$ cat config.mk
export PLATFORM = sky130hd
export DESIGN_NAME = timestamp_k_way_merge_top_flat
export DESIGN_NICKNAME = d
export VERILOG_FILES = /design/src/sv/tskwm_pkg.sv /design/src/sv/tskwm_in_if.sv /design/src/sv/tskwm_out_if.sv /design/src/sv/timestamp_k_way_merge_top.sv /design/src/sv/tskwm_ram.sv /design/src/flat_wrapper.sv
export SDC_FILE = /design/constraint.sdc
export NUM_CORES = 2
export LEC_CHECK = 0
export ABC_AREA = 1
export BUFFER_PORTS_ARGS = -buffer_cell sky130_fd_sc_hd__buf_2
export CAP_MARGIN = 25
export CORE_MARGIN = 8
export CORE_UTILIZATION = 35
export DETAILED_ROUTE_END_ITERATION = 8
export GPL_TIMING_DRIVEN = 0
export MAX_ROUTING_LAYER = met4
export PLACE_DENSITY = 0.49
export SLEW_MARGIN = 20
export SYNTH_ARGS = -nofsm -noshare
export SYNTH_HDL_FRONTEND = slang
export SYNTH_HIERARCHICAL = 1
export SYNTH_SLANG_ARGS = --single-unit
$ cat constraint.sdc
create_clock -name clk_i -period 5.7 [get_ports clk_i]
set_input_delay 0.855 -clock clk_i [delete_from_list [all_inputs] [get_ports clk_i]]
set_output_delay 0.855 -clock clk_i [all_outputs]
set_load 0.02 [all_outputs]
$ cat src/sv/tskwm_pkg.sv
// ----------------------------------------------------------------------------
// tskwm_pkg: shared constants for the timestamp k-way merge
// Field widths of the input and result words and parameter defaults.
// ----------------------------------------------------------------------------
package tskwm_pkg;

  // Fixed field widths of the words on the two channels.
  localparam int unsigned SRC_W  = 4;
  localparam int unsigned DATE_W = 64;
  localparam int unsigned PAY_W  = 32;
  localparam int unsigned POS_W  = 32;
  localparam int unsigned CFG_W  = 5;

  // Defaults for the top-level parameters.
  localparam int unsigned SOURCES_DEF       = 16;
  localparam int unsigned PAYLOAD_BITS_DEF  = 32;
  localparam int unsigned POSITION_BITS_DEF = 32;

endpackage

$ cat src/sv/tskwm_in_if.sv
// ----------------------------------------------------------------------------
// tskwm_in_if: event input channel
// Valid/ready channel that carries one source event per word.
// ----------------------------------------------------------------------------
interface tskwm_in_if;

  logic                             valid;
  logic                             ready;
  logic [tskwm_pkg::SRC_W-1:0]      source_id;
  logic [tskwm_pkg::DATE_W-1:0]     event_date;
  logic [tskwm_pkg::PAY_W-1:0]      event_payload;
  logic                             last_of_source;

  modport source (
    output valid, source_id, event_date, event_payload, last_of_source,
    input  ready
  );

  modport sink (
    input  valid, source_id, event_date, event_payload, last_of_source,
    output ready
  );

endinterface

$ cat src/sv/tskwm_out_if.sv
// ----------------------------------------------------------------------------
// tskwm_out_if: merged event output channel
// Valid/ready channel that carries one emitted event per word.
// ----------------------------------------------------------------------------
interface tskwm_out_if;

  logic                             valid;
  logic                             ready;
  logic [tskwm_pkg::SRC_W-1:0]      out_source;
  logic [tskwm_pkg::DATE_W-1:0]     out_date;
  logic [tskwm_pkg::PAY_W-1:0]      out_payload;
  logic [tskwm_pkg::POS_W-1:0]      out_position;
  logic                             refill_wanted;
  logic                             all_done;

  modport source (
    output valid, out_source, out_date, out_payload, out_position,
           refill_wanted, all_done,
    input  ready
  );

  modport sink (
    input  valid, out_source, out_date, out_payload, out_position,
           refill_wanted, all_done,
    output ready
  );

endinterface

$ cat src/sv/timestamp_k_way_merge_top.sv
// ----------------------------------------------------------------------------
// timestamp_k_way_merge_top: date-ordered merge of sorted event streams
// Holds one pending head per source and emits the earliest head once every
// open source has one, with ties going to the lower source index.
// ----------------------------------------------------------------------------
//
//  Channel   Dir  Handshake          Word
//  in_i      in   valid / ready      source_id, event_date, event_payload,
//                                    last_of_source
//  out_o     out  valid / ready      out_source, out_date, out_payload,
//                                    out_position, refill_wanted, all_done
//  cfg       in   cfg_we_i (no wait) cfg_wdata_i = active_sources
//
//  An input word that causes no emission passes through accept and check.
//  A word that causes an emission also passes a scan, in which one date
//  comparator walks the head memory one entry per cycle, then a drain step
//  for the registered read of that memory, a count-read step and the emit step.
//  Reset clears the valid bits and counters at once; there is no clearing
//  pass. A result waits in the output register while the next word is taken;
//  a new emission waits only until that register has been drained.
//
module timestamp_k_way_merge_top #(
  parameter int unsigned SOURCES       = tskwm_pkg::SOURCES_DEF,
  parameter int unsigned PAYLOAD_BITS  = tskwm_pkg::PAYLOAD_BITS_DEF,
  parameter int unsigned POSITION_BITS = tskwm_pkg::POSITION_BITS_DEF
) (
  input  logic                        clk_i,
  input  logic                        rst_ni,
  input  logic                        cfg_we_i,
  input  logic [tskwm_pkg::CFG_W-1:0] cfg_wdata_i,
  tskwm_in_if.sink                    in_i,
  tskwm_out_if.source                 out_o
);

  // Index width of the per-source stores and width of the source counters.
  localparam int unsigned IDX_W = $clog2(SOURCES);
  localparam int unsigned CNT_W = $clog2(SOURCES + 1);
  // Stored payload width: the port carries at most PAY_W bits.
  localparam int unsigned PL_W  = (PAYLOAD_BITS < tskwm_pkg::PAY_W) ?
                                  PAYLOAD_BITS : tskwm_pkg::PAY_W;
  localparam int unsigned HEAD_W = tskwm_pkg::DATE_W + PL_W + 1;

  // One-hot sequencer states.
  typedef enum logic [5:0] {
    ST_IDLE  = 6'b000001,
    ST_CHECK = 6'b000010,
    ST_SCAN  = 6'b000100,
    ST_DRAIN = 6'b001000,
    ST_CNT   = 6'b010000,
    ST_EMIT  = 6'b100000
  } state_e;

  state_e                       state_q, state_d;
  logic [SOURCES-1:0]           head_valid_q, head_valid_d;
  logic [SOURCES-1:0]           cnt_valid_q, cnt_valid_d;
  logic [CNT_W-1:0]             open_q, open_d;
  logic [CNT_W-1:0]             pending_q, pending_d;
  logic [IDX_W-1:0]             idx_q, idx_d;
  logic [IDX_W-1:0]             rd_idx_q, rd_idx_d;
  logic                         rd_pend_q, rd_pend_d;
  logic                         found_q, found_d;
  logic [IDX_W-1:0]             best_q, best_d;
  logic [tskwm_pkg::DATE_W-1:0] best_date_q, best_date_d;
  logic [PL_W-1:0]              best_pay_q, best_pay_d;
  logic                         best_last_q, best_last_d;
  logic                         out_valid_q, out_valid_d;

  // Output payload registers, loaded only when a result is emitted.
  logic [tskwm_pkg::SRC_W-1:0]  o_src_q;
  logic [tskwm_pkg::DATE_W-1:0] o_date_q;
  logic [tskwm_pkg::PAY_W-1:0]  o_pay_q;
  logic [tskwm_pkg::POS_W-1:0]  o_pos_q;
  logic                         o_refill_q;
  logic                         o_done_q;

  // Head memory: {last, payload, date} per source.
  logic                         head_we;
  logic [IDX_W-1:0]             src_idx;
  logic [HEAD_W-1:0]            head_wdata;
  logic [HEAD_W-1:0]            head_rdata;
  logic [tskwm_pkg::DATE_W-1:0] rd_date;
  logic [PL_W-1:0]              rd_pay;
  logic                         rd_last;

  // Position counter memory; an entry whose valid bit is clear reads as zero.
  logic                         cnt_we;
  logic [POSITION_BITS-1:0]     cnt_rdata;
  logic [POSITION_BITS-1:0]     cnt_cur;
  logic [POSITION_BITS-1:0]     cnt_next;

  logic                         in_fire;
  logic                         src_in_range;
  logic                         take_head;
  logic                         emit;
  logic [CNT_W-1:0]             open_after;
  logic [CNT_W-1:0]             cfg_open;

  assign in_i.ready = (state_q == ST_IDLE);
  assign in_fire    = in_i.valid && in_i.ready;

  // A source index past the last source is dropped.
  assign src_in_range = (32'(in_i.source_id) < SOURCES);
  assign src_idx      = IDX_W'(in_i.source_id);
  assign head_we      = in_fire && (open_q != '0) && src_in_range &&
                        !head_valid_q[src_idx];
  assign head_wdata   = {in_i.last_of_source, in_i.event_payload[PL_W-1:0],
                         in_i.event_date};

  tskwm_ram #(
    .WIDTH (HEAD_W),
    .DEPTH (SOURCES)
  ) u_head_ram (
    .clk_i   (clk_i),
    .we_i    (head_we),
    .waddr_i (src_idx),
    .wdata_i (head_wdata),
    .raddr_i (idx_q),
    .rdata_o (head_rdata)
  );

  assign rd_date = head_rdata[tskwm_pkg::DATE_W-1:0];
  assign rd_pay  = head_rdata[tskwm_pkg::DATE_W +: PL_W];
  assign rd_last = head_rdata[HEAD_W-1];

  // The shared comparator: strict less keeps the lower index on equal dates.
  assign take_head = rd_pend_q && head_valid_q[rd_idx_q] &&
                     (!found_q || (rd_date < best_date_q));

  assign emit     = (state_q == ST_EMIT) && !out_valid_q;
  assign cnt_cur  = cnt_valid_q[best_q] ? cnt_rdata : '0;
  assign cnt_next = cnt_cur + 1'b1;
  assign cnt_we   = emit && !best_last_q;

  tskwm_ram #(
    .WIDTH (POSITION_BITS),
    .DEPTH (SOURCES)
  ) u_cnt_ram (
    .clk_i   (clk_i),
    .we_i    (cnt_we),
    .waddr_i (best_q),
    .wdata_i (cnt_next),
    .raddr_i (best_q),
    .rdata_o (cnt_rdata)
  );

  assign open_after = open_q - CNT_W'(best_last_q);
  assign cfg_open   = (32'(cfg_wdata_i) > SOURCES) ? CNT_W'(SOURCES) :
                                                     CNT_W'(cfg_wdata_i);

  always_comb begin
    state_d      = state_q;
    head_valid_d = head_valid_q;
    cnt_valid_d  = cnt_valid_q;
    open_d       = open_q;
    pending_d    = pending_q;
    idx_d        = idx_q;
    rd_idx_d     = rd_idx_q;
    rd_pend_d    = 1'b0;
    found_d      = found_q;
    best_d       = best_q;
    best_date_d  = best_date_q;
    best_pay_d   = best_pay_q;
    best_last_d  = best_last_q;
    out_valid_d  = out_valid_q;

    if (out_valid_q && out_o.ready) begin
      out_valid_d = 1'b0;
    end

    if (take_head) begin
      found_d     = 1'b1;
      best_d      = rd_idx_q;
      best_date_d = rd_date;
      best_pay_d  = rd_pay;
      best_last_d = rd_last;
    end

    unique case (state_q)
      ST_IDLE: begin
        if (in_fire) begin
          if (head_we) begin
            head_valid_d[src_idx] = 1'b1;
            pending_d             = pending_q + 1'b1;
          end
          state_d = ST_CHECK;
        end
      end
      ST_CHECK: begin
        // Emit once the pending heads cover every open source.
        if ((open_q == '0) || (pending_q < open_q)) begin
          state_d = ST_IDLE;
        end else begin
          found_d = 1'b0;
          idx_d   = '0;
          state_d = ST_SCAN;
        end
      end
      ST_SCAN: begin
        // Read one entry per cycle; its data is compared once the registered read returns it.
        rd_idx_d  = idx_q;
        rd_pend_d = 1'b1;
        if (idx_q == IDX_W'(SOURCES - 1)) begin
          state_d = ST_DRAIN;
        end else begin
          idx_d = idx_q + 1'b1;
        end
      end
      ST_DRAIN: begin
        state_d = ST_CNT;
      end
      ST_CNT: begin
        state_d = found_q ? ST_EMIT : ST_IDLE;
      end
      ST_EMIT: begin
        if (emit) begin
          out_valid_d          = 1'b1;
          head_valid_d[best_q] = 1'b0;
          pending_d            = pending_q - 1'b1;
          if (best_last_q) begin
            cnt_valid_d[best_q] = 1'b0;
            open_d              = open_after;
          end else begin
            cnt_valid_d[best_q] = 1'b1;
          end
          state_d = ST_IDLE;
        end
      end
      default: begin
        state_d = ST_IDLE;
      end
    endcase

    if (cfg_we_i) begin
      open_d = cfg_open;
    end
  end

  always_ff @(posedge clk_i or negedge rst_ni) begin
    if (!rst_ni) begin
      state_q      <= ST_IDLE;
      head_valid_q <= '0;
      cnt_valid_q  <= '0;
      open_q       <= '0;
      pending_q    <= '0;
      idx_q        <= '0;
      rd_idx_q     <= '0;
      rd_pend_q    <= 1'b0;
      found_q      <= 1'b0;
      best_q       <= '0;
      out_valid_q  <= 1'b0;
    end else begin
      state_q      <= state_d;
      head_valid_q <= head_valid_d;
      cnt_valid_q  <= cnt_valid_d;
      open_q       <= open_d;
      pending_q    <= pending_d;
      idx_q        <= idx_d;
      rd_idx_q     <= rd_idx_d;
      rd_pend_q    <= rd_pend_d;
      found_q      <= found_d;
      best_q       <= best_d;
      out_valid_q  <= out_valid_d;
    end
  end

  // Payload registers need no reset.
  always_ff @(posedge clk_i) begin
    best_date_q <= best_date_d;
    best_pay_q  <= best_pay_d;
    best_last_q <= best_last_d;
    if (emit) begin
      o_src_q    <= tskwm_pkg::SRC_W'(best_q);
      o_date_q   <= best_date_q;
      o_pay_q    <= tskwm_pkg::PAY_W'(best_pay_q);
      o_pos_q    <= tskwm_pkg::POS_W'(cnt_cur);
      o_refill_q <= !best_last_q;
      o_done_q   <= (open_after == '0);
    end
  end

  assign out_o.valid         = out_valid_q;
  assign out_o.out_source    = o_src_q;
  assign out_o.out_date      = o_date_q;
  assign out_o.out_payload   = o_pay_q;
  assign out_o.out_position  = o_pos_q;
  assign out_o.refill_wanted = o_refill_q;
  assign out_o.all_done      = o_done_q;

  // The pending counter always equals the number of set head valid bits.
  a_pending_matches : assert property (@(posedge clk_i) disable iff (!rst_ni)
    32'(pending_q) == $countones(head_valid_q))
    else $error("pending count out of step with head valid bits");

  // An emission always removes a head that was pending.
  a_emit_valid_head : assert property (@(posedge clk_i) disable iff (!rst_ni)
    emit |-> head_valid_q[best_q])
    else $error("emission of a head that is not pending");

  // A new result appears only right after the emit state.
  a_result_from_emit : assert property (@(posedge clk_i) disable iff (!rst_ni)
    $rose(out_valid_q) |-> $past(state_q) == ST_EMIT)
    else $error("result raised outside the emit state");

  // A word is taken only while no scan is in progress.
  a_accept_idle : assert property (@(posedge clk_i) disable iff (!rst_ni)
    in_fire |=> (state_q == ST_CHECK) && !rd_pend_q)
    else $error("input accepted during a scan");

endmodule

$ cat src/sv/tskwm_ram.sv
// ----------------------------------------------------------------------------
// tskwm_ram: generic single-write, single-read memory
// One write port and one read port; read data is registered.
// ----------------------------------------------------------------------------
module tskwm_ram #(
  parameter int unsigned WIDTH = 8,
  parameter int unsigned DEPTH = 16
) (
  input  logic                     clk_i,
  input  logic                     we_i,
  input  logic [$clog2(DEPTH)-1:0] waddr_i,
  input  logic [WIDTH-1:0]         wdata_i,
  input  logic [$clog2(DEPTH)-1:0] raddr_i,
  output logic [WIDTH-1:0]         rdata_o
);

  logic [WIDTH-1:0] mem_q [DEPTH];
  logic [WIDTH-1:0] rdata_q;

  always_ff @(posedge clk_i) begin
    if (we_i) begin
      mem_q[waddr_i] <= wdata_i;
    end
    rdata_q <= mem_q[raddr_i];
  end

  assign rdata_o = rdata_q;

endmodule
$ cat src/flat_wrapper.sv
// flat-port wrapper written by rule: the top's interface ports become plain ports
module timestamp_k_way_merge_top_flat 
#(
  parameter int unsigned SOURCES       = tskwm_pkg::SOURCES_DEF,
  parameter int unsigned PAYLOAD_BITS  = tskwm_pkg::PAYLOAD_BITS_DEF,
  parameter int unsigned POSITION_BITS = tskwm_pkg::POSITION_BITS_DEF
)
  (clk_i, rst_ni, cfg_we_i, cfg_wdata_i, in_i_valid, in_i_source_id, in_i_event_date, in_i_event_payload, in_i_last_of_source, in_i_ready, out_o_valid, out_o_out_source, out_o_out_date, out_o_out_payload, out_o_out_position, out_o_refill_wanted, out_o_all_done, out_o_ready);
  tskwm_in_if in_i_i ();
  tskwm_out_if out_o_i ();
  input  logic clk_i;
  input  logic rst_ni;
  input  logic cfg_we_i;
  input  logic [tskwm_pkg::CFG_W-1:0] cfg_wdata_i;
  input wire logic [$bits(in_i_i.valid)-1:0] in_i_valid;
  input wire logic [$bits(in_i_i.source_id)-1:0] in_i_source_id;
  input wire logic [$bits(in_i_i.event_date)-1:0] in_i_event_date;
  input wire logic [$bits(in_i_i.event_payload)-1:0] in_i_event_payload;
  input wire logic [$bits(in_i_i.last_of_source)-1:0] in_i_last_of_source;
  output wire logic [$bits(in_i_i.ready)-1:0] in_i_ready;
  output wire logic [$bits(out_o_i.valid)-1:0] out_o_valid;
  output wire logic [$bits(out_o_i.out_source)-1:0] out_o_out_source;
  output wire logic [$bits(out_o_i.out_date)-1:0] out_o_out_date;
  output wire logic [$bits(out_o_i.out_payload)-1:0] out_o_out_payload;
  output wire logic [$bits(out_o_i.out_position)-1:0] out_o_out_position;
  output wire logic [$bits(out_o_i.refill_wanted)-1:0] out_o_refill_wanted;
  output wire logic [$bits(out_o_i.all_done)-1:0] out_o_all_done;
  input wire logic [$bits(out_o_i.ready)-1:0] out_o_ready;
  assign in_i_i.valid = in_i_valid;
  assign in_i_i.source_id = in_i_source_id;
  assign in_i_i.event_date = in_i_event_date;
  assign in_i_i.event_payload = in_i_event_payload;
  assign in_i_i.last_of_source = in_i_last_of_source;
  assign in_i_ready = in_i_i.ready;
  assign out_o_valid = out_o_i.valid;
  assign out_o_out_source = out_o_i.out_source;
  assign out_o_out_date = out_o_i.out_date;
  assign out_o_out_payload = out_o_i.out_payload;
  assign out_o_out_position = out_o_i.out_position;
  assign out_o_refill_wanted = out_o_i.refill_wanted;
  assign out_o_all_done = out_o_i.all_done;
  assign out_o_i.ready = out_o_ready;
  timestamp_k_way_merge_top #(.SOURCES(SOURCES), .PAYLOAD_BITS(PAYLOAD_BITS), .POSITION_BITS(POSITION_BITS)) u_core (.clk_i(clk_i), .rst_ni(rst_ni), .cfg_we_i(cfg_we_i), .cfg_wdata_i(cfg_wdata_i), .in_i(in_i_i), .out_o(out_o_i));
endmodule
==> impl_metrics.yaml <==
status:
  status: "complete, no violations"
place:
  io_buffers: 245
  hpwl_um: 225000
  dp_cells: 14100
  globalplace.congestion: 0.871
  dpl_worst_slack_ns: 0.827
timing:
  finalSetupViolations: 0
  relSlewSlack_pct: 18.5
  hold_violations: 0
  slew_violations: 0
  max_freq_mhz: 204
  final.period_utilization_pct: 86.0
  rsz0062_at_grt: "no"
  clock_skew_ns: 0.0906
  setup_slack_ns: 0.798
  fin_crit_ns: 4.90
  tightest_slew_ns: 1.22
drt:
  route.detailed.drc: 0
  drt-wirelength-per-cell_um: 22.5
  vias: 70700
  antenna_left: 0
  wl_um: 330000
  dr.pass1.iters: 6
  vias_per_cell: 4.82
  drt-initial-drc-count: 6432
clock_tree:
  cts_resized: 0
  post-cts-setup-buffer-count: 0
  cts.sinks: 2487
  cts-root-buf: "clkbuf_16"
  cts_buffers: 280
  hold_buffers: 1
  path_clk_slew_ns: 0.06
  clk_latency_ns: 0.92
  clk_path_buf_depth: 4
  tritoncts: "done"
  htree_num_levels: 5
yosys:
  synth-main-ff-cell: "edfxtp_1"
  synth.distinct_cells: 45
  synthArstFlopShare_pct: 2.53
  syn_avg_cell_area_um2: 10.7
  synth-seq-cells: 2487
  syn_nets: 9989
  ys_seq_area_share_pct: 70.0
  ys_warn_count: 6
  netlist_area_um2: 104000
  synth-edff-count: 2295
  syn_inst: 9803
grt:
  gr-total-overflow: 0
  grt_pass1_vias: 67500
  track_usage_pct: 20.9
  antenna_found_initial: 45
  grt_first_pass_wirelength_um: 473000
  grt_max_degree: 55
die:
  rows: 200
  die_area_um2: 316000
  die_h_um: 562
  start_util_pct: 35.2
  die_x_um: 562
  coreArea_um2: 297000
  ioPinCount: 247
pwr:
  ir_drop_uv: 261
  clock_power_share_pct: 38.4
  p_per_area_nw_per_um2: 378
  switching_share_pct: 28.8
  p_sw_mw: 13.4
  p_leak_nw: 51.0
  power_frac_comb_pct: 16.8
  pwr-share-seq_pct: 44.8
  p_int_mw: 33.1
setup_path:
  crit_fanout: 18
  crit_arrival_ns: 5.42
  worstPathRequired_ns: 6.22
  cp-end-kind: "flop"
  crit_type: "reg2reg"
  cp-start-kind: "flop"
final_layout:
  layout.nets: 10600
  final_cells: 14600
  drive_above_1_share_pct: 11.0
  syn2layout_area_growth_pct: 17.7
hold_path:
  hp-class: "in2reg"
run:
  drv_cap: 0
==> logic make-up after synthesis <==
logic type / synth area share [%]
AND/OR/NAND/NOR: 19.5
AO/OA/AOI/OAI: 0.866
XOR/XNOR: 0.168
buffers and inverters: 8.57
adder cells (fa/ha/maj): 0.905
flip-flops: 70.0
==> critical path, stage by stage, from the launching register on <==
cell and delay [ns]:
dfrtp_1 0.81, nand2_1 0.28, inv_1 0.11, nand2_1 0.06
nand2_2 0.14, inv_2 0.05, nand2_2 0.12, buf_6 0.19
buf_6 0.17, nand2_1 0.45, inv_1 0.23, ha_1 0.38
nand2_1 0.16, nor2_4 0.20, nand2_1 0.18, nor2_2 0.31
xor2_2 0.69
==> sequential cells by signal, summed over array words and instances (netlist names), 4 cells and up, named ones only <==
register,count
u_core/best_date_q,64
u_core/open_q,5
u_core/best_q,4
u_core/best_pay_q,32
u_core/rd_idx_q,4
u_core/u_head_ram/rdata_o,97
u_core/idx_q,4
u_core/out_o.out_source,4
u_core/u_cnt_ram/mem_q,512
u_core/out_o.out_date,64
u_core/u_head_ram/mem_q,1552
u_core/pending_q,5
u_core/head_valid_q,16
u_core/out_o.out_position,32
u_core/state_q,6
u_core/out_o.out_payload,32
u_core/u_cnt_ram/rdata_o,32
==> cell type report <==
type | count | area (um2)
antenna | 31 | 77.6
buffer | 447 | 2360
clock buffer | 365 | 7620
clock inverter | 133 | 1400
fill | 28000 | 174000
inverter | 1761 | 6620
multi-input combinational | 5108 | 22800
sequential | 2487 | 73100
tap | 3939 | 4930
timing repair buffer | 377 | 4110
==> per-stage QoR <==
step / utilization [%] / area, um2 / total power, mW / hold WS (ns) / TNS, ns
finish: 41.4 / 123000 / 46.5 / 0.304 / 0
global route: 41.4 / 123000 / 48.3 / 0.272 / 0
CTS: 41.4 / 123000 / 46.9 / 0.220 / 0
detailed placement: 38.3 / 114000 / 29.0 / 0.389 / 0
global placement: 37.2 / 111000 / 28.9 / 0.393 / -
floorplan: - / 104000 / 25.6 / 0.386 / -957.94
==> power by group through the flow <==
stage	clock network (mW)	registers, mW	logic [mW]
global placement	0	21.2	7.62
floorplan	0	21.1	4.48
finish	17.8	20.8	7.82
detailed placement	0	21.2	7.82
global route	18.9	20.9	8.55
CTS	18.2	20.8	7.85
==> layer usage <==
metal | vias up | part of all wire, % | track usage [%]
met4 | 0 | 3.8 | 7.56
met1 | 34400 | 42 | 26.7
met2 | 2421 | 48 | 34.2
met5 | - | 0 | -
met3 | 592 | 6.2 | 2.64
li1 | 33200 | - | -
==> cells in the final DEF (no fill, tap or decap), drive strengths merged, types with 92 or more instances in the layout <==
cell type  netlist  routed
nand2         3024    3024
edfxtp        2295    2295
inv           1759    1768
nand3         1604    1604
buf            358     734
clkbuf          89     454
nor2           158     158
dfxtp          129     129
clkinv           2     101
o21ai           92      92
==> final timing paths <==
check | start | endpoint | slack (ns) | cells after the start
setup / recovery | u_core/best_q[2] | u_core/u_cnt_ram/mem_q[3][14] | 0.80 | 16
hold / removal | in_i_valid | u_core/state_q[1] | 0.30 | 3
setup reg to reg | u_core/best_q[2] | u_core/u_cnt_ram/mem_q[3][14] | 0.80 | 16
hold reg to reg | u_core/u_head_ram/rdata_o[73] | u_core/best_pay_q[9] | 0.39 | 0
max in group asynchronous | rst_ni | asynchronous set/reset pin | 4.64 | 3
min in group asynchronous | rst_ni | u_core/open_q[0] | 0.52 | 2
==> cell usage after synthesis (all sizes together) (2+ instances only) <==
| library cell | instances | area share (%) |
|---|---|---|
| buf | 358 | 1.9 |
| inv | 1759 | 6.3 |
| o22ai | 8 | 0.048 |
| xor2 | 15 | 0.13 |
| dfxtp | 129 | 2.5 |
| o21ai | 92 | 0.44 |
| nor3 | 30 | 0.15 |
| ha | 74 | 0.89 |
| o211ai | 5 | 0.036 |
| nand3b | 8 | 0.057 |
| clkbuf | 89 | 0.32 |
| clkinv | 2 | 0.0072 |
| edfxtp | 2295 | 66 |
| nand3 | 1604 | 7.7 |
| xnor2 | 5 | 0.042 |
| dfrtp | 62 | 1.5 |
| nor2 | 158 | 0.64 |
| a31oi | 2 | 0.012 |
| nand4 | 13 | 0.078 |
| o221ai | 2 | 0.017 |
| nand2 | 3024 | 11 |
| a21oi | 57 | 0.27 |
| nor4 | 3 | 0.018 |
Note: power is estimated with default switching activity, not from simulation.
